File: config.mk
export PLATFORM = sky130hd
export DESIGN_NAME = periodic_oneshot_timer_table_flat
export DESIGN_NICKNAME = d
export VERILOG_FILES = /design/src/rtl/core/pott_pkg.sv /design/src/rtl/core/pott_if.sv /design/src/rtl/core/pott_ram.sv /design/src/rtl/core/pott_ctrl.sv /design/src/rtl/core/pott_dp.sv /design/src/rtl/core/periodic_oneshot_timer_table.sv /design/src/flat_wrapper.sv
export SDC_FILE = /design/constraint.sdc
export NUM_CORES = 1
export LEC_CHECK = 0
export BUFFER_PORTS_ARGS = -buffer_cell sky130_fd_sc_hd__buf_2
export CAP_MARGIN = 30
export CORE_ASPECT_RATIO = 0.7
export CORE_UTILIZATION = 30
export CTS_CLUSTER_SIZE = 25
export DETAILED_ROUTE_END_ITERATION = 12
export PLACE_DENSITY = 0.44
export SYNTH_ARGS = -nofsm -noshare
export SYNTH_HDL_FRONTEND = slang
export SYNTH_SLANG_ARGS = --single-unit
File: constraint.sdc
create_clock -name clk -period 13.93 [get_ports clk]
set_input_delay 2.786 -clock clk [delete_from_list [all_inputs] [get_ports clk]]
set_output_delay 2.786 -clock clk [all_outputs]
set_load 0.01 [all_outputs]
File: src/rtl/core/pott_pkg.sv
`timescale 1ns / 1ps
`default_nettype none

package pott_pkg;

  // input item modes
  localparam logic [1:0] MODE_TICK         = 2'd0;
  localparam logic [1:0] MODE_ADD_PERIODIC = 2'd1;
  localparam logic [1:0] MODE_ADD_ONESHOT  = 2'd2;

  // result kinds
  localparam logic [1:0] KIND_ACCEPT = 2'd0;
  localparam logic [1:0] KIND_REJECT = 2'd1;
  localparam logic [1:0] KIND_FIRED  = 2'd2;
  localparam logic [1:0] KIND_DONE   = 2'd3;

  typedef enum logic [2:0] {
    ST_IDLE,
    ST_ADD,
    ST_READ,
    ST_EVAL,
    ST_DONE
  } pott_state_t;

  // controller to datapath
  typedef struct packed {
    logic capture;
    logic rd_start;
    logic step;
    logic add;
    logic emit_done;
  } pott_cmd_t;

  // datapath to controller
  typedef struct packed {
    logic out_free;
    logic fire;
    logic last_entry;
    logic empty;
  } pott_stat_t;

endpackage

`default_nettype wire

File: src/rtl/core/pott_if.sv
`timescale 1ns / 1ps
`default_nettype none

interface pott_in_if;
  logic        valid;
  logic        ready;
  logic [1:0]  mode;
  logic [7:0]  timer_id;
  logic [31:0] tick_count;

  modport source (output valid, output mode, output timer_id, output tick_count,
                  input ready);
  modport sink (input valid, input mode, input timer_id, input tick_count,
                output ready);
endinterface

interface pott_out_if;
  logic       valid;
  logic       ready;
  logic [1:0] kind;
  logic [7:0] fired_id;
  logic       last;

  modport source (output valid, output kind, output fired_id, output last,
                  input ready);
  modport sink (input valid, input kind, input fired_id, input last,
                output ready);
endinterface

`default_nettype wire

File: src/rtl/core/pott_ram.sv
`timescale 1ns / 1ps
`default_nettype none

module pott_ram #(
  parameter int WIDTH = 8,
  parameter int DEPTH = 8,
  localparam int AW = (DEPTH > 1) ? $clog2(DEPTH) : 1
) (
  input  wire logic                     clk,
  input  wire logic                     wr_en,
  input  wire logic [AW-1:0]            wr_addr,
  input  wire logic [WIDTH-1:0]         wr_data,
  input  wire logic                     rd_en,
  input  wire logic [AW-1:0]            rd_addr,
  output logic      [WIDTH-1:0]         rd_data
);
  logic [WIDTH-1:0] mem [DEPTH];

  always_ff @(posedge clk) begin
    if (wr_en) begin
      mem[wr_addr] <= wr_data;
    end
    if (rd_en) begin
      rd_data <= mem[rd_addr];
    end
  end
endmodule

`default_nettype wire

File: src/rtl/core/pott_ctrl.sv
`timescale 1ns / 1ps
`default_nettype none

module pott_ctrl
  import pott_pkg::*;
(
  input  wire logic       clk,
  input  wire logic       rst,
  input  wire logic       item_valid,
  input  wire logic [1:0] item_mode,
  output logic            item_ready,
  input  wire pott_stat_t stat,
  output pott_cmd_t       cmd
);
  pott_state_t state, state_next;

  always_ff @(posedge clk) begin
    if (rst) begin
      state <= ST_IDLE;
    end else begin
      state <= state_next;
    end
  end

  always_comb begin
    state_next = state;
    cmd        = '0;
    item_ready = 1'b0;
    unique case (state)
      ST_IDLE: begin
        // nothing is taken while reset is held
        item_ready = !rst;
        if (item_valid && !rst) begin
          cmd.capture = 1'b1;
          case (item_mode) inside
            MODE_TICK:                           state_next = stat.empty ? ST_DONE : ST_READ;
            MODE_ADD_PERIODIC, MODE_ADD_ONESHOT: state_next = ST_ADD;
            default:                             state_next = ST_IDLE;
          endcase
        end
      end
      ST_ADD: begin
        if (stat.out_free) begin
          cmd.add    = 1'b1;
          state_next = ST_IDLE;
        end
      end
      ST_READ: begin
        cmd.rd_start = 1'b1;
        state_next   = ST_EVAL;
      end
      ST_EVAL: begin
        // a firing entry waits for the output register
        if (!stat.fire || stat.out_free) begin
          cmd.step = 1'b1;
          if (stat.last_entry) begin
            state_next = ST_DONE;
          end
        end
      end
      ST_DONE: begin
        if (stat.out_free) begin
          cmd.emit_done = 1'b1;
          state_next    = ST_IDLE;
        end
      end
      default: state_next = ST_IDLE;
    endcase
  end

`ifndef SYNTH
  a_cmd_exclusive: assert property (@(posedge clk) disable iff (rst)
    $onehot0({cmd.capture, cmd.rd_start, cmd.step, cmd.add, cmd.emit_done}))
    else $error("controller issued overlapping commands");

  a_walk_reads_first: assert property (@(posedge clk) disable iff (rst)
    cmd.step |-> ($past(cmd.rd_start) || $past(cmd.step) || !$past(stat.out_free)))
    else $error("entry evaluated without a preceding read");

  a_ready_only_idle: assert property (@(posedge clk) disable iff (rst)
    item_ready |-> (state == ST_IDLE))
    else $error("input offered ready outside idle");
`endif
endmodule

`default_nettype wire

File: src/rtl/core/pott_dp.sv
`timescale 1ns / 1ps
`default_nettype none

module pott_dp
  import pott_pkg::*;
#(
  parameter int MAX_ENTRIES = 8,
  parameter int ID_BITS     = 8
) (
  input  wire logic        clk,
  input  wire logic        rst,
  input  wire pott_cmd_t   cmd,
  output pott_stat_t       stat,
  input  wire logic [1:0]  item_mode,
  input  wire logic [7:0]  item_timer_id,
  input  wire logic [31:0] item_tick_count,
  output logic             out_valid,
  input  wire logic        out_ready,
  output logic [1:0]       out_kind,
  output logic [7:0]       out_fired_id,
  output logic             out_last
);
  localparam int IW = (MAX_ENTRIES > 1) ? $clog2(MAX_ENTRIES) : 1;
  localparam int CW = $clog2(MAX_ENTRIES + 1);
  localparam int EW = ID_BITS + 64;

  logic [CW-1:0]      occ, rd_idx, wr_idx, rd_next;
  logic               cap_periodic;
  logic [ID_BITS-1:0] cap_id;
  logic [31:0]        cap_cnt;

  logic               ram_wr_en, ram_rd_en;
  logic [IW-1:0]      ram_wr_addr, ram_rd_addr;
  logic [EW-1:0]      ram_wr_data, ram_rd_data;

  logic [ID_BITS-1:0] e_id;
  logic [31:0]        e_reload, e_rem, per_val, add_reload, add_rem;
  logic               fire, keep, full, last_entry, out_free, emit;

  assign e_id     = ram_rd_data[EW-1 -: ID_BITS];
  assign e_reload = ram_rd_data[63:32];
  assign e_rem    = ram_rd_data[31:0];

  // zero and one both fire; periodic zero acts as one
  assign fire       = (e_rem[31:1] == 31'd0);
  assign keep       = !fire || (e_reload != 32'd0);
  assign rd_next    = rd_idx + 1'b1;
  assign last_entry = (rd_next == occ);
  assign full       = (occ == CW'(MAX_ENTRIES));
  assign out_free   = !out_valid || out_ready;
  assign emit       = cmd.add || cmd.emit_done || (cmd.step && fire);

  assign per_val    = (cap_cnt == 32'd0) ? 32'd1 : cap_cnt;
  assign add_reload = cap_periodic ? per_val : 32'd0;
  assign add_rem    = cap_periodic ? per_val : cap_cnt;

  assign stat.out_free   = out_free;
  assign stat.fire       = fire;
  assign stat.last_entry = last_entry;
  assign stat.empty      = (occ == '0);

  // surviving entries are written back compacted at wr_idx
  always_comb begin
    ram_wr_en   = (cmd.step && keep) || (cmd.add && !full);
    ram_wr_addr = cmd.add ? occ[IW-1:0] : wr_idx[IW-1:0];
    if (cmd.add) begin
      ram_wr_data = {cap_id, add_reload, add_rem};
    end else begin
      ram_wr_data = {e_id, e_reload, fire ? e_reload : (e_rem - 32'd1)};
    end
    ram_rd_en   = cmd.rd_start || (cmd.step && !last_entry);
    ram_rd_addr = cmd.step ? rd_next[IW-1:0] : rd_idx[IW-1:0];
  end

  pott_ram #(
    .WIDTH (EW),
    .DEPTH (MAX_ENTRIES)
  ) u_ram (
    .clk     (clk),
    .wr_en   (ram_wr_en),
    .wr_addr (ram_wr_addr),
    .wr_data (ram_wr_data),
    .rd_en   (ram_rd_en),
    .rd_addr (ram_rd_addr),
    .rd_data (ram_rd_data)
  );

  always_ff @(posedge clk) begin
    if (rst) begin
      occ    <= '0;
      rd_idx <= '0;
      wr_idx <= '0;
    end else begin
      if (cmd.capture) begin
        rd_idx <= '0;
        wr_idx <= '0;
      end
      if (cmd.step) begin
        rd_idx <= rd_next;
        if (keep) begin
          wr_idx <= wr_idx + 1'b1;
        end
      end
      if (cmd.add && !full) begin
        occ <= occ + 1'b1;
      end
      if (cmd.emit_done) begin
        occ <= wr_idx;
      end
    end
  end

  always_ff @(posedge clk) begin
    if (cmd.capture) begin
      cap_periodic <= (item_mode == MODE_ADD_PERIODIC);
      cap_id       <= ID_BITS'(item_timer_id);
      cap_cnt      <= item_tick_count;
    end
  end

  always_ff @(posedge clk) begin
    if (rst) begin
      out_valid <= 1'b0;
    end else if (emit) begin
      out_valid <= 1'b1;
    end else if (out_ready) begin
      out_valid <= 1'b0;
    end
  end

  always_ff @(posedge clk) begin
    if (cmd.add) begin
      out_kind     <= full ? KIND_REJECT : KIND_ACCEPT;
      out_fired_id <= 8'(cap_id);
      out_last     <= 1'b1;
    end else if (cmd.emit_done) begin
      out_kind     <= KIND_DONE;
      out_fired_id <= 8'd0;
      out_last     <= 1'b1;
    end else if (cmd.step && fire) begin
      out_kind     <= KIND_FIRED;
      out_fired_id <= 8'(e_id);
      out_last     <= 1'b0;
    end
  end

`ifndef SYNTH
  a_occ_bound: assert property (@(posedge clk) disable iff (rst)
    occ <= CW'(MAX_ENTRIES))
    else $error("occupancy beyond table size");

  a_compact_order: assert property (@(posedge clk) disable iff (rst)
    wr_idx <= rd_idx)
    else $error("write pointer passed read pointer");

  a_emit_free: assert property (@(posedge clk) disable iff (rst)
    emit |-> out_free)
    else $error("result overwrote a pending result");

  a_occ_change: assert property (@(posedge clk) disable iff (rst)
    (!$past(rst) && (occ != $past(occ))) |-> $past(cmd.add || cmd.emit_done))
    else $error("occupancy changed outside add or tick end");
`endif
endmodule

`default_nettype wire

File: src/rtl/core/periodic_oneshot_timer_table.sv
`timescale 1ns / 1ps
`default_nettype none

// table of up to MAX_ENTRIES software timers, kept compact in insertion order
// item channel: mode 0 tick, 1 add periodic timer, 2 add one-shot timer;
//   mode 3 is dropped with no result
// result channel: kind, fired_id and last; every item's final result has last set
// an add gives one transaction: accepted, or rejected when full
// a tick walks the stored entries through one single-port-read ram, one entry a
//   cycle unless a firing entry waits for the output register, in the steps
//   accept, first read, walk, done; it gives one fired transaction per expiring
//   entry, then a done transaction; a tick on an empty table skips the read and walk
// the first result is registered in the add or done state for an add or a tick
//   on an empty table, and in the walk or done state for a tick that walks entries
// fired one-shot entries are dropped and later ones moved down during the same walk
// results go through a single output register: a stalled receiver holds the walk
//   on the entry that is about to fire; a new item is taken once the last
//   result sits in the output register
// reset (synchronous, active high) empties the table; ram contents are not cleared
module periodic_oneshot_timer_table
  import pott_pkg::*;
#(
  parameter int MAX_ENTRIES = 8,
  parameter int ID_BITS     = 8
) (
  input wire logic  clk,
  input wire logic  rst,
  pott_in_if.sink   item,
  pott_out_if.source result
);
  pott_cmd_t  cmd;
  pott_stat_t stat;

  // sequencer: idle, add, first read, walk, done
  pott_ctrl u_ctrl (
    .clk        (clk),
    .rst        (rst),
    .item_valid (item.valid),
    .item_mode  (item.mode),
    .item_ready (item.ready),
    .stat       (stat),
    .cmd        (cmd)
  );

  // entry ram, walk pointers, occupancy and output register
  pott_dp #(
    .MAX_ENTRIES (MAX_ENTRIES),
    .ID_BITS     (ID_BITS)
  ) u_dp (
    .clk             (clk),
    .rst             (rst),
    .cmd             (cmd),
    .stat            (stat),
    .item_mode       (item.mode),
    .item_timer_id   (item.timer_id),
    .item_tick_count (item.tick_count),
    .out_valid       (result.valid),
    .out_ready       (result.ready),
    .out_kind        (result.kind),
    .out_fired_id    (result.fired_id),
    .out_last        (result.last)
  );
endmodule

`default_nettype wire

File: src/flat_wrapper.sv
// flat-port wrapper written by rule: the top's interface ports become plain ports
module periodic_oneshot_timer_table_flat import pott_pkg::*;
#(
  parameter int MAX_ENTRIES = 8,
  parameter int ID_BITS     = 8
)
  (clk, rst, item_valid, item_mode, item_timer_id, item_tick_count, item_ready, result_valid, result_kind, result_fired_id, result_last, result_ready);
  pott_in_if item_i ();
  pott_out_if result_i ();
  input wire logic clk;
  input wire logic rst;
  input wire logic [$bits(item_i.valid)-1:0] item_valid;
  input wire logic [$bits(item_i.mode)-1:0] item_mode;
  input wire logic [$bits(item_i.timer_id)-1:0] item_timer_id;
  input wire logic [$bits(item_i.tick_count)-1:0] item_tick_count;
  output wire logic [$bits(item_i.ready)-1:0] item_ready;
  output wire logic [$bits(result_i.valid)-1:0] result_valid;
  output wire logic [$bits(result_i.kind)-1:0] result_kind;
  output wire logic [$bits(result_i.fired_id)-1:0] result_fired_id;
  output wire logic [$bits(result_i.last)-1:0] result_last;
  input wire logic [$bits(result_i.ready)-1:0] result_ready;
  assign item_i.valid = item_valid;
  assign item_i.mode = item_mode;
  assign item_i.timer_id = item_timer_id;
  assign item_i.tick_count = item_tick_count;
  assign item_ready = item_i.ready;
  assign result_valid = result_i.valid;
  assign result_kind = result_i.kind;
  assign result_fired_id = result_i.fired_id;
  assign result_last = result_i.last;
  assign result_i.ready = result_ready;
  periodic_oneshot_timer_table #(.MAX_ENTRIES(MAX_ENTRIES), .ID_BITS(ID_BITS)) u_core (.clk(clk), .rst(rst), .item(item_i), .result(result_i));
endmodule
==> results.txt, run 1 <==
- Via count normalized by instance count: 5.31
- From left edge to right edge, the die measures 387 um.
- Total Wirelength: 93.4 mm
- Walking the worst path, the cells encountered are buf_2 > nor2b_1 > nand4_1 > nand2_1 > inv_1 > ha_4 > buf_12 > mux2i_1 > o21ai_0 > a21o_1 > a21oi_1 > o221ai_1.
* Clock latency at the later pin of the worst-skew pair: 670 ps
- Detailed placement finished with a half-perimeter wire length of 52.2 mm.
- During placement, the flow inserted port buffers numbering 58.
* Slowest stage cell on the critical path: ha_4
- Sequential-to-total area share from yosys stat: 68.5%
- Vertical extent of the die: 271 um
* Worst R2R Setup Slack: a little over 8000 ps
- In this run the static leakage power is 13.3 nW.
- Net count after synthesis: 2256
- TritonCTS Buffers: 77
- Vias in the first global route: 19352
- Counting flops and latches in the post-synthesis netlist gives 716.
* Endpoint type of the worst setup path: flop
* Req. time, crit path: 14300 ps
* # hold bufs at CTS: 0
* Number of resized instances in the post-cts repair step: 0
- After layout, the worst path uses between 50% and 60% of the clock period.
* Number of sinks on the clock net: 716
- The die covers 105000 sq um.
- The max-slew violation count came to 0.
- Number of distinct library cells after synthesis: 55
- Together, buffers and inverters on the worst path number 3.
* Async set or reset register ratio after synthesis: 0%
- Router iterations before antenna repair: 5
* Overall via count from detail_route: roughly 19000
* Final hold violations: 0
- Setup violations remaining at the end of the flow were counted as 0.
- Number of violations reported at the end of detailed-routing iteration 0: 1685
- TritonCTS built the clock tree.
- Synth-to-layout area growth: 14.7%
- In the global route stage, overall resource usage came out at 17.7%.
* Setup total negative slack: 0 ps
- Setup repair after global routing left no endpoint under its margin.
* Final critical path time including I/O delays and setup: 6970 ps
- Max-cap violations in this run came to 0.
* Detailed-route DRC error count: 0
- Syn Std Cell Area: 31100 sq um
- The net count of the finished layout is 2310.
* Mean instance size in the synthesized netlist: 14.1 sq um
- Postcts setup bufs: 0
* Antenna Cells: 0
* Signal arrival time at the worst endpoint: 7340 ps
* Largest incremental delay on the critical path: a little under 900 ps
- Warnings, synthesis: 0
- The detail route stage leaves a number of antenna-violating nets equal to 0.
- Average wire per standard cell: 25.5 um
- Total design power: between 6 and 7 mW
* Number of synthesized flops with an enable pin: 699
- For the pin with the worst max-slew slack, the measured transition is about 1100 ps.
- Clock slew seen by the registers of the worst setup and hold paths: 60 ps
* Number of top-level pins: between 50 and 60
- Global route total overflow: 0
- For this run, the leading register cell type out of synthesis is edfxtp_1.
- Slew headroom: 25.6%
- Kind of launch point of the worst setup path: primary input
- Result of the run: finished clean
* Worst vdd rail ir drop: 0.0000856 V
* Critical Setup Path Class: primary input to flop
- Based on the critical path, the design can be clocked at up to 143 MHz.
- Clock root cell: clkbuf_16
- The min-delay analysis places its worst path in the category flop to flop.
* Clock Skew: 26.1 ps
- Final RePlAce weighted congestion: 0.749
- Entering global routing, the biggest net connects 127 pins.
* Floorplan Core Area: 103000 sq um
- First-pass GRT wire length: 136 mm
* Starting utilization of the core area: 30.4%
* Ratio of cells with drive above 1 in the final layout: 12.4%
* Row count: 98
* Critical-path maximum fanout: between 100 and 150
- Power Density: 171 nW/um^2
- Top Family by Delay on Critical Path: simple AND/OR/NAND/NOR gates
- Summing all placed instances gives a cell area of 33200 sq um.
- The number of antenna violations at the first check in global routing came to 0.
* H-tree depth reported by CTS: 3
- The clock passes through at most 3 buffers.
- Synthesis produced a netlist whose cell count is 2202.
- Design area: 35700 sq um
==> cells in the mapped netlist, types with 15 or more instances <==
cell type	count	area (sq um)
clkbuf_1	118	443
o221ai_1	67	587
nand2_1	241	905
a22oi_1	62	465
xnor2_1	20	175
mux2i_1	282	2820
dfxtp_1	17	340
edfxtp_1	699	21000
a21oi_1	111	556
mux2_2	15	169
o21ai_0	54	270
a22o_1	40	350
nor2_1	76	285
nand3b_1	63	473
nor4_1	26	163
a31oi_1	71	444
nand3_1	68	340
==> worst paths after layout <==
kind,start,end,cells after the start
worst max-delay path,result_ready,u_core.u_dp.u_ram.rd_data[40],12
worst min-delay path,u_core.u_dp.out_last,u_core.u_dp.out_last,2
worst max register to register,u_core.u_dp.u_ram.rd_data[4],u_core.u_dp.u_ram.rd_data[40],12
worst min register to register,u_core.u_dp.out_last,u_core.u_dp.out_last,2
==> worst min-delay path, cell delays in order, from the launching register on <==
cell,delay (ps)
dfxtp_1,310
nand2_1,50
nand2_1,40
==> sequential cells by signal, summed over array words and instances, names as in the netlist <==
signal / count
u_core.u_dp.cap_periodic: 1
u_core.u_ctrl.state: 3
u_core.u_dp.wr_idx: 4
u_core.u_dp.cap_id: 8
u_core.u_dp.u_ram.mem: 576
u_core.u_dp.out_fired_id: 8
u_core.u_dp.out_kind: 2
u_core.u_dp.rd_idx: 4
u_core.u_dp.cap_cnt: 32
u_core.u_dp.out_valid: 1
u_core.u_dp.occ: 4
u_core.u_dp.out_last: 1
u_core.u_dp.u_ram.rd_data: 72
==> routing by layer <==
layer | track usage [%] | wire length (um) | up-vias
met1 | 26.2 | 45800 | 10022
met3 | 2.64 | 4480 | 120
met4 | 4.37 | 1700 | 0
li1 | - | - | 8789
met5 | 0 | 0 | -
met2 | 26.9 | 41400 | 541
==> stage by stage <==
stage / hold WS (ps) / instances / utilization, % / setup slack (ps)
finish: 450 / 3670 / 34.8 / 6960
global placement: 442 / 3512 / 32.2 / 6030
detailed placement: 445 / 3520 / 32.4 / 6050
floorplan: 452 / 2202 / - / 5990
CTS: 453 / 3663 / 34.8 / 6720
global route: 490 / 3670 / 34.8 / 6700
==> kinds of logic after synthesis <==
logic type	Yosys count	share of synthesized area (%)
compound gates	458	10.2
xor+xnor	33	0.929
fa+ha+maj	8	0.322
buf+inv	156	2.03
flops	716	68.5
mux	298	9.69
simple gates	533	8.29
==> cell usage in the layout (no fill, tap or decap), drive strengths merged, types with 12 or more instances in the layout <==
cell / count
nand2: 241
clkbuf: 98
nor3: 12
a22oi: 62
mux2i: 282
clkinv: 38
edfxtp: 699
a22o: 40
nor2: 76
xor2: 13
nand3b: 63
xnor2: 20
buf: 115
o21ai: 55
mux2: 15
a31oi: 71
nor4: 27
inv: 14
nand3: 68
a21oi: 111
o221ai: 70
dfxtp: 17
==> where the power goes <==
group | leakage (nW) | total, mW | switching (mW) | internal, mW
clock network | 1.20 | 2.03 | 0.881 | 1.15
registers | 6.47 | 2.95 | 0.119 | 2.83
logic | 5.62 | 1.13 | 0.772 | 0.358
total | 13.3 | 6.11 | 1.77 | 4.34
==> cell type report <==
cell class	instances	area, sq um
Sequential cell	716	21300
Clock buffer	93	2010
Inverter	11	41.3
Clock inverter	50	455
Tap cell	1350	1690
Timing Repair Buffer	120	871
Multi-Input combinational cell	1330	9300
Fill cell	9863	66800
No activity file was read; power rests on OpenSTA's default activity.
==> run 2, diff against run 1 <==
clock period = 6.86 ns   (was 13.93 ns; I/O delays follow)
==> run 2 against run 1 <==
Non-clock buffer count rose by 7; cell count barely moved; largest cell class unchanged; design area barely moved.
==> results.txt, run 2 (synthesis results as in run 1) <==
- The worst-case headroom to the max-slew limit was 28.5% (+2.9 points).
- The layout net count came to 2316 (+0.26%).
* Number of top-level pins: 59 (unchanged)
- Clock network fraction of total power: 32.3% (-0.9 points)
- Number of resized instances in the post-cts repair step: 0 (unchanged)
- The height of the chip is 271 um (unchanged).
- Maximum buffer depth of the clock tree: 3 (unchanged)
- Largest net degree at the start of global routing: 73 (-43%)
- The number of clock sinks came to 716 (unchanged).
- The arrival time reported for the critical path endpoint is 5160 ps (-2180 ps).
- Commonest cells after routing, fill and taps aside: 699 x edfxtp_1, 282 x mux2i_1, 240 x nand2_1, 111 x a21oi_1, 78 x clkbuf_16
- The worst path uses 70.1% of the clock period.
- The worst hold slack across all endpoints was 452 ps (+2.12 ps).
* Share of power burned in combinational logic: 18.6% (about the same)
- The areal power density over the cells came to 342 nW/um^2 (+100%).
- The number of max-capacitance violations reported came to 0 (unchanged).
- Among cell families on the critical path, the largest total delay comes from simple AND/OR/NAND/NOR gates.
* Origin of the worst setup path: u_core.u_dp.u_ram.rd_data[10]
* Total number of cells along the worst setup path: 13 (+1)
- The total of endpoints with negative setup slack in the final report came to 0 (unchanged).
- Setup total negative slack: 0 ps (unchanged)
- The relative area change from synthesis to final layout was 14.7% (about the same).
* Result of the run: finished clean
- The average routed wire per standard cell was 24.9 um (-2.1%).
* Max Clk Rate: 208 MHz
- The internal power summed over all cells is 8.69 mW (+100%).
- Detailed-route DRC error count: 0 (unchanged)
- Worst hold stages: 2 (unchanged)
- The overflow left after global routing was 0 (unchanged).
- The number of placement rows came to 98 (unchanged).
- The number of cells on the worst reg-to-reg path was 13 (+1).
- Die W: 387 um (unchanged)
- Portion of total power attributed to sequential cells: 49.2% (+0.9 points)
* Number of violations reported at the end of detailed-routing iteration 0: 1542 (-8.5%)
- STA classifies the critical path startpoint as a flop.
* Final RePlAce weighted congestion: 0.758 (+1.2%)
- The worst register-to-register path begins at u_core.u_dp.u_ram.rd_data[10].
- Ratio of cells with drive above 1 in the final layout: 12.1% (-0.23 points)
- The top fanout value on the critical path is 46 (-63%).
- Largest register by flop count: u_core.u_dp.u_ram.mem
- Worst vdd rail ir drop: 0.000174 V (+100%)
- Worst Max-Slew Pin Slew: 1060 ps (-43.1 ps)
- Detailed placer's ending HPWL: 52.2 mm (about the same)
* Clock Skew: 27.2 ps (+1.04 ps)
- Filler Cell Count: 9868 (+0.051%)
* Via count normalized by instance count: 5.35 (+0.87%)
- The tree is rooted in a clkbuf_16.
* Buffers plus inverters on the worst setup path: 4 (+1)
- The maximum cell stage delay along the critical path is 540 ps (-330 ps).
- The maximum level of the CTS H-tree was 3 (unchanged).
- The worst setup path is captured at a flop.
- The total clock buffers created by CTS is 76 (-1.3%).
* Min-Delay Startpoint: u_core.u_dp.out_last
* Final hold violations: 0 (unchanged)
* Floorplan Core Area: 103000 sq um (unchanged)
- The total wire length is 91.5 mm (-2.0%).
- Router iterations before antenna repair: 5 (unchanged)
- The required time of the critical path came to 7220 ps (-7080 ps).
- The via count of the first global-routing pass is 19330 (-0.11%).
- Fraction of power spent switching nets: 28.8% (-0.19 points)
* Clock latency at the later pin of the worst-skew pair: 660 ps (about the same)
- The total via count in the routed design is 19657 (+0.95%).
- First-pass GRT wire length: 133 mm (-2.3%)
- Number of flip-flops in the largest register: 576 (unchanged)
- The slowest stage of the critical path belongs to the cell or4_4.
- CTS tree: yes
- Final antenna-violating net count: 0 (unchanged)
* Cells along the critical path: or4_4 > nor4_1 > buf_4 > nand4_1 > nand2_1 > inv_1 > ha_4 > buf_12 > buf_12 > mux2i_1 > nand2_1 > a22oi_1 > o221ai_1
* Total GRT Usage: 17.2% (-0.48 points)
- The routed design could run at a clock period as short as 4810 ps.
- The leakage power total came to 13.3 nW (about the same).
* Most common library cell in the layout ignoring fill and taps: edfxtp_1
- The clock slew at the register clock pins of the worst setup and hold paths is 60 ps (about the same).
- The path class of the tightest hold or removal check is flop to flop.
* Postcts setup bufs: 0 (unchanged)
- The die footprint came to 105000 sq um (unchanged).
- Registers with the most flip-flops: u_core.u_dp.u_ram.mem x576, u_core.u_dp.u_ram.rd_data x72, u_core.u_dp.cap_cnt x32
- The number of antenna violations at the first check in global routing was 0 (unchanged).
- Setup repair after global routing left no endpoint under its margin.
- Critical Setup Path Class: flop to flop
- The max-slew violation count is 0 (unchanged).
- Count of input and output buffers: 58 (unchanged)
- NetSw: 3.52 mW (+98%)
* # hold bufs at CTS: 0 (unchanged)
* Starting utilization of the core area: 30.4% (unchanged)
run 2: cell types whose count changed in the layout (fill, tap and decap cells not counted), moves of 2 or more:
cell       delta
buf_12       +11
clkbuf_1     +10
clkinv_2      -6
buf_4         +5
buf_2         -4
buf_16        -3
bufinv_16     -3
clkinv_1      -3
clkbuf_4      -2
clkinv_8      -2
run 2: final cells by class:
cell class	instances	area, sq um	share of cell area, %
Tap cell	1350	1690	4.73
Inverter	11	41.3	0.116
Multi-Input combinational cell	1330	9300	26.1
Timing Repair Buffer	127	1010	2.83
Clock inverter	35	273	0.764
Antenna cell	1	2.50	0.00701
Sequential cell	716	21300	59.8
Clock buffer	103	2050	5.73
run 2: routing by layer:
metal  routed length [um]  track usage (%)  up-vias  share of wire [%]
met4                 1820             4.57        0                2.0
met3                 4870             2.85      131                5.3
li1                     -                -     8793                  -
met1                44300             25.2    10112                 48
met2                40500             26.2      621                 44
met5                    0                0        -                  0
run 2: worst paths after layout:
kind	slack (ps)	end
hold / removal	450	u_core.u_dp.out_last
setup reg to reg	2050	u_core.u_dp.u_ram.rd_data[16]
setup / recovery	2050	u_core.u_dp.u_ram.rd_data[16]
hold reg to reg	450	u_core.u_dp.out_last
run 2: per-stage QoR:
step	setup WS (ps)	util [%]	area (sq um)	instances	total power, mW
after floorplan	332	-	31100	2202	7.43
after global placement	2060	32.4	33300	3525	8.29
after detailed placement	2080	32.5	33300	3529	8.36
after CTS	2110	34.8	35600	3667	12.3
after global routing	1830	34.8	35700	3672	12.7
final	2050	34.8	35700	3673	12.2
run 2: power by group through the flow:
stage	Clock [mW]	Combinational, mW	Sequential (mW)
after global routing	4.19	2.48	6.03
final	3.94	2.26	6.00
after global placement	0	2.20	6.09
after floorplan	0	1.44	5.99
after detailed placement	0	2.27	6.09
after CTS	4.04	2.27	6.00
run 2: worst reg2reg max path: stages (launching register included):
cell      delay, ps
edfxtp_1        530
or4_4           540
nor4_1          440
buf_4           250
nand4_1         340
nand2_1         270
inv_1           120
ha_4            440
buf_12          300
buf_12          390
mux2i_1         410
nand2_1         110
a22oi_1         200
o221ai_1        140
==> run 3, diff against run 2 <==
ABC_AREA = 1   (was unset)
PLACE_DENSITY = 0.46   (was 0.44)
clock period = 4 ns   (was 6.86 ns; I/O delays follow)
==> run 3 against run 2 <==
Clock skew down 5.4 ps; worst hold slack lost 110 ps; design area fell by 2.5%; first-iteration DRC count grew 5.9%; sequential cell count is the same; register-to-register slack worse by 1400 ps; critical path depth is 1 lower; combinational power grew 46%; sequential share of layout area grew 1.5 points; global-route usage is 0.23 points lower; die area down 3.1%; largest cell class unchanged.
==> results.txt, run 3 <==
* Starting utilization of the core area: 30.5% (+0.15 points)
- The critical path in this run is classified as flop to flop.
* Final critical path time including I/O delays and setup: 3340 ps (-1470 ps)
- The count of TritonRoute iterations in the first routing pass is 6 (+1).
- The number of distinct library cell variants in the gate-level netlist after synthesis came to 39 (-29%).
- Max-Cap Viols: 0 (unchanged)
* Via count normalized by instance count: 5.02 (-6.2%)
* Cells along the critical path: nor2_1 > nand2_1 > nor2_2 > nand2_2 > nor2_8 > a21oi_2 > ha_4 > buf_4 > mux2i_1 > nand3_1 > nand3_1 > nand2_1
- Syn Std Cell Area: 30200 sq um (-3.1%)
- Worst min-delay path class: primary input to flop
- Row count: 96 (-2.0%)
- Buffers plus inverters on the worst setup path: 1 (-3)
- The synthesized netlist net count is 2296 (+1.8%).
- Critical-path maximum fanout: 29 (-37%)
* Largest incremental delay on the critical path: 480 ps (-60 ps)
* Clock latency at the later pin of the worst-skew pair: 630 ps (-30 ps)
- The number of enable flip-flop cells after synthesis is 699 (unchanged).
- The total wire length came to 86.9 mm (-5.0%).
* Clock root cell: clkbuf_16
- The first-pass GRT wire length was 127 mm (-4.7%).
- Endpoints failing setup: 0 (unchanged)
- The fmax came to 299 MHz (+44%).
- Cell type with the highest aggregate area in the netlist: edfxtp_1
* Filler Cell Count: 9509 (-3.6%)
- The number of cells on the worst reg-to-reg path is 12 (-1).
- The count of cell instances traversed by the critical path is 12 (-1).
* Async set or reset register ratio after synthesis: 0% (unchanged)
* Min-Delay Startpoint: item_timer_id[2]
- The worst-case clock buffer depth came to 3 (unchanged).
- Count of input and output buffers: 58 (unchanged)
- Synth-to-layout area growth: 15.4%
* Final RePlAce weighted congestion: 0.809 (+6.7%)
- Number of violations reported at the end of detailed-routing iteration 0: 1633 (+5.9%)
- The die footprint is 102000 sq um (-3.1%).
- Number of antenna violations at the first check in global routing: 1 (+1)
* Most common library cell in the layout ignoring fill and taps: edfxtp_1
- The ratio of cells with drive above 1 in the final layout was 11.3% (-0.80 points).
- TritonCTS built the clock tree.
- The number of warnings reported in the yosys synthesis log is 0 (unchanged).
- The via count of the first global-routing pass was 18314 (-5.3%).
- The required time of the critical path was 4290 ps (-2930 ps).
* Dominant cell by count in the synthesized netlist: edfxtp_1
- Clock slew seen by the registers of the worst setup and hold paths: 60 ps (about the same)
- The arrival time reported for the critical path endpoint is 3630 ps (-1530 ps).
- Slowest stage cell on the critical path: edfxtp_1
- The areal power density over the cells is 574 nW/um^2 (+68%).
- Average wire per standard cell: 23.5 um (-5.8%)
- The path with the worst hold slack has its endpoint at u_core.u_dp.cap_id[2].
* Global route total overflow: 0 (unchanged)
* Mean instance size in the synthesized netlist: 13.5 sq um (-4.8%)
- Endpoint type of the worst setup path: flop
* Leading cell types by count after synthesis: 699 x edfxtp_1, 401 x nand3_1, 288 x mux2i_1, 283 x nand2_1, 98 x inv_1
- In the layout the commonest cells are 699 x edfxtp_1, 401 x nand3_1, 288 x mux2i_1, 283 x nand2_1, 97 x inv_1.
- Endpoint of the worst-slack reg-to-reg timing path: u_core.u_dp.u_ram.rd_data[7]
- Worst vdd rail ir drop: 0.000366 V (+110%)
- Top Family by Delay on Critical Path: simple AND/OR/NAND/NOR gates
* Leakage power figure: 13.8 nW (+3.6%)
- Worst R2R Setup Slack: 660 ps (-1390 ps)
- The worst-case headroom to the max-slew limit is 31.5% (+2.9 points).
- The overall fraction of global-route tracks in use was 17.0% (-0.23 points).
- The flow ran to the end, and the final reports show no timing, DRC or antenna violations.
- The number of clock sinks is 716 (unchanged).
- Registers with the most flip-flops: u_core.u_dp.u_ram.mem x576, u_core.u_dp.u_ram.rd_data x72, u_core.u_dp.cap_cnt x32
- Among all flip-flop cells after synthesis, the most frequent one is edfxtp_1.
- Final antenna-violating net count: 0 (unchanged)
- Detailed-route DRC error count: 0 (unchanged)
- More flip-flops sit in one register than any other, and that register is u_core.u_dp.u_ram.mem.
* Vertical extent of the die: 267 um (-1.5%)
- The utilization after layout was 35.2% (+0.40 points).
- The gate count after technology mapping is 2242 (+1.8%).
- Post-route clock period utilization: 83.5% (+13 points)
- The sequential share of the synthesized area came to 70.7% (+2.2 points).
* Worst Max-Slew Pin Slew: 1020 ps (-43.6 ps)
- The total of flip-flops plus latches after synthesis came to 716 (unchanged).
- The horizontal extent of the die is 381 um (-1.5%).
* TritonCTS Buffers: 73 (-3.9%)
- Sorting the synthesized cells by area gives the leading types as edfxtp_1 70%, mux2i_1 9.6%, nand3_1 6.7%, nand2_1 3.5%, o21ai_0 1.5%.
- The number of flip-flops under the largest register name is 576 (unchanged).
* Final hold violations: 0 (unchanged)
* Overall via count from detail_route: 18593 (-5.4%)
- The number of buffers inserted by hold repair at cts came to 0 (unchanged).
- Reg2reg start: u_core.u_dp.u_ram.rd_data[21]
- The placeable core region came to 98900 sq um (-3.6%).
- Worst hold stages: 1 (-1)
- The detailed-placement wirelength estimate came to 49.9 mm (-4.4%).
- RSZ-0062 raised after global routing: no
- Kind of launch point of the worst setup path: flop
* Largest net degree at the start of global routing: 145 (+99%)
- The layout net count came to 2378 (+2.7%).
- The max-slew violation count came to 0 (unchanged).
- The maximum level of the CTS H-tree came to 3 (unchanged).
* Top-area cell type share of the netlist area: 69.6% (+2.1 points)
- The count of instances resized after the clock tree is built was 0 (unchanged).
* Setup total negative slack: 0 ps (unchanged)
* Number of top-level pins: 59 (unchanged)
- The worst clock skew came to 21.7 ps (-5.41 ps).
* Postcts setup bufs: 0 (unchanged)
[run 3: cell types whose count changed in the layout (fill, tap and decap cells not counted), moves of 18 or more]
cell / previous run / this run
a21oi_1: 111 / 33
a22o_1: 39 / 0
a22oi_1: 61 / 0
a31oi_1: 71 / 4
clkbuf_1: 25 / 7
inv_1: 9 / 97
nand2_1: 240 / 283
nand3_1: 68 / 401
nand3b_1: 63 / 2
nor4_1: 25 / 0
o21ai_0: 53 / 87
o221ai_1: 67 / 0
o22ai_1: 1 / 26
[run 3: cell families (layout without fill, tap and decap cells)]
| kind of cell | count (synthesis) | count (layout) | synth area share (%) |
|---|---|---|---|
| AOI/OAI and AO/OA | 160 | 160 | 2.86 |
| xor gates and xnor gates | 26 | 26 | 0.755 |
| adders and majority gates | 8 | 8 | 0.332 |
| buffers and inverters | 222 | 359 | 3.34 |
| DFF | 716 | 716 | 70.7 |
| muxes | 288 | 288 | 9.56 |
| other | 0 | 1 | 0 |
| and+or+nand+nor | 822 | 822 | 12.4 |
[run 3: worst reg2reg max path, cell delays in order (launching register included)]
cell	delay, ps
edfxtp_1	480
nor2_1	220
nand2_1	130
nor2_2	150
nand2_2	110
nor2_8	190
a21oi_2	150
ha_4	360
buf_4	450
mux2i_1	320
nand3_1	110
nand3_1	110
nand2_1	220
[run 3: per-layer routing]
layer	GRT usage [%]	wire length, um
met5	0	0
met4	4.29	1620
met3	3.51	5350
met2	24.5	36300
met1	25.6	43700
[run 3: power breakdown]
| group | internal (mW) | switching [mW] | total (mW) |
|---|---|---|---|
| registers | 9.79 | 0.230 | 10.0 |
| clock network | 3.77 | 2.89 | 6.66 |
| logic | 0.854 | 2.44 | 3.29 |
| total | 14.4 | 5.56 | 20.0 |
[run 3: layout make-up]
class                      instances  area, sq um  share of cell area, %
antenna                            1         2.50                0.00719
clock buffer                      86         2000                   5.75
clock inverter                    44          292                  0.837
inverter                          98          368                   1.06
multi-input combinational       1304         7960                   22.9
sequential                       716        21300                   61.3
tap                             1323         1660                   4.75
timing repair buffer             131         1200                   3.46
[run 3: per-stage QoR]
step	setup slack, ps	cells	hold WS (ps)	area (sq um)	power, mW
3_3_place_gp	597	3565	489	32500	13.4
6_report	659	3703	344	34800	20.0
5_1_grt	421	3702	310	34800	20.8
3_5_place_dp	572	3568	507	32500	13.5
2_1_floorplan	-1170	2242	465	30200	12.1
4_1_cts	699	3698	300	34800	20.2
[run 3: how the worst max path moves through the flow]
stage                                  start                            to  slack [ps]
2_1_floorplan                   result_ready   u_core.u_dp.u_ram.mem[0][0]       -1170
3_3_place_gp                    result_ready  u_core.u_dp.u_ram.rd_data[6]         600
3_5_place_dp                    result_ready  u_core.u_dp.u_ram.rd_data[7]         570
4_1_cts        u_core.u_dp.u_ram.rd_data[11]  u_core.u_dp.u_ram.rd_data[7]         700
5_1_grt        u_core.u_dp.u_ram.rd_data[20]  u_core.u_dp.u_ram.rd_data[7]         420
6_report       u_core.u_dp.u_ram.rd_data[21]  u_core.u_dp.u_ram.rd_data[7]         660
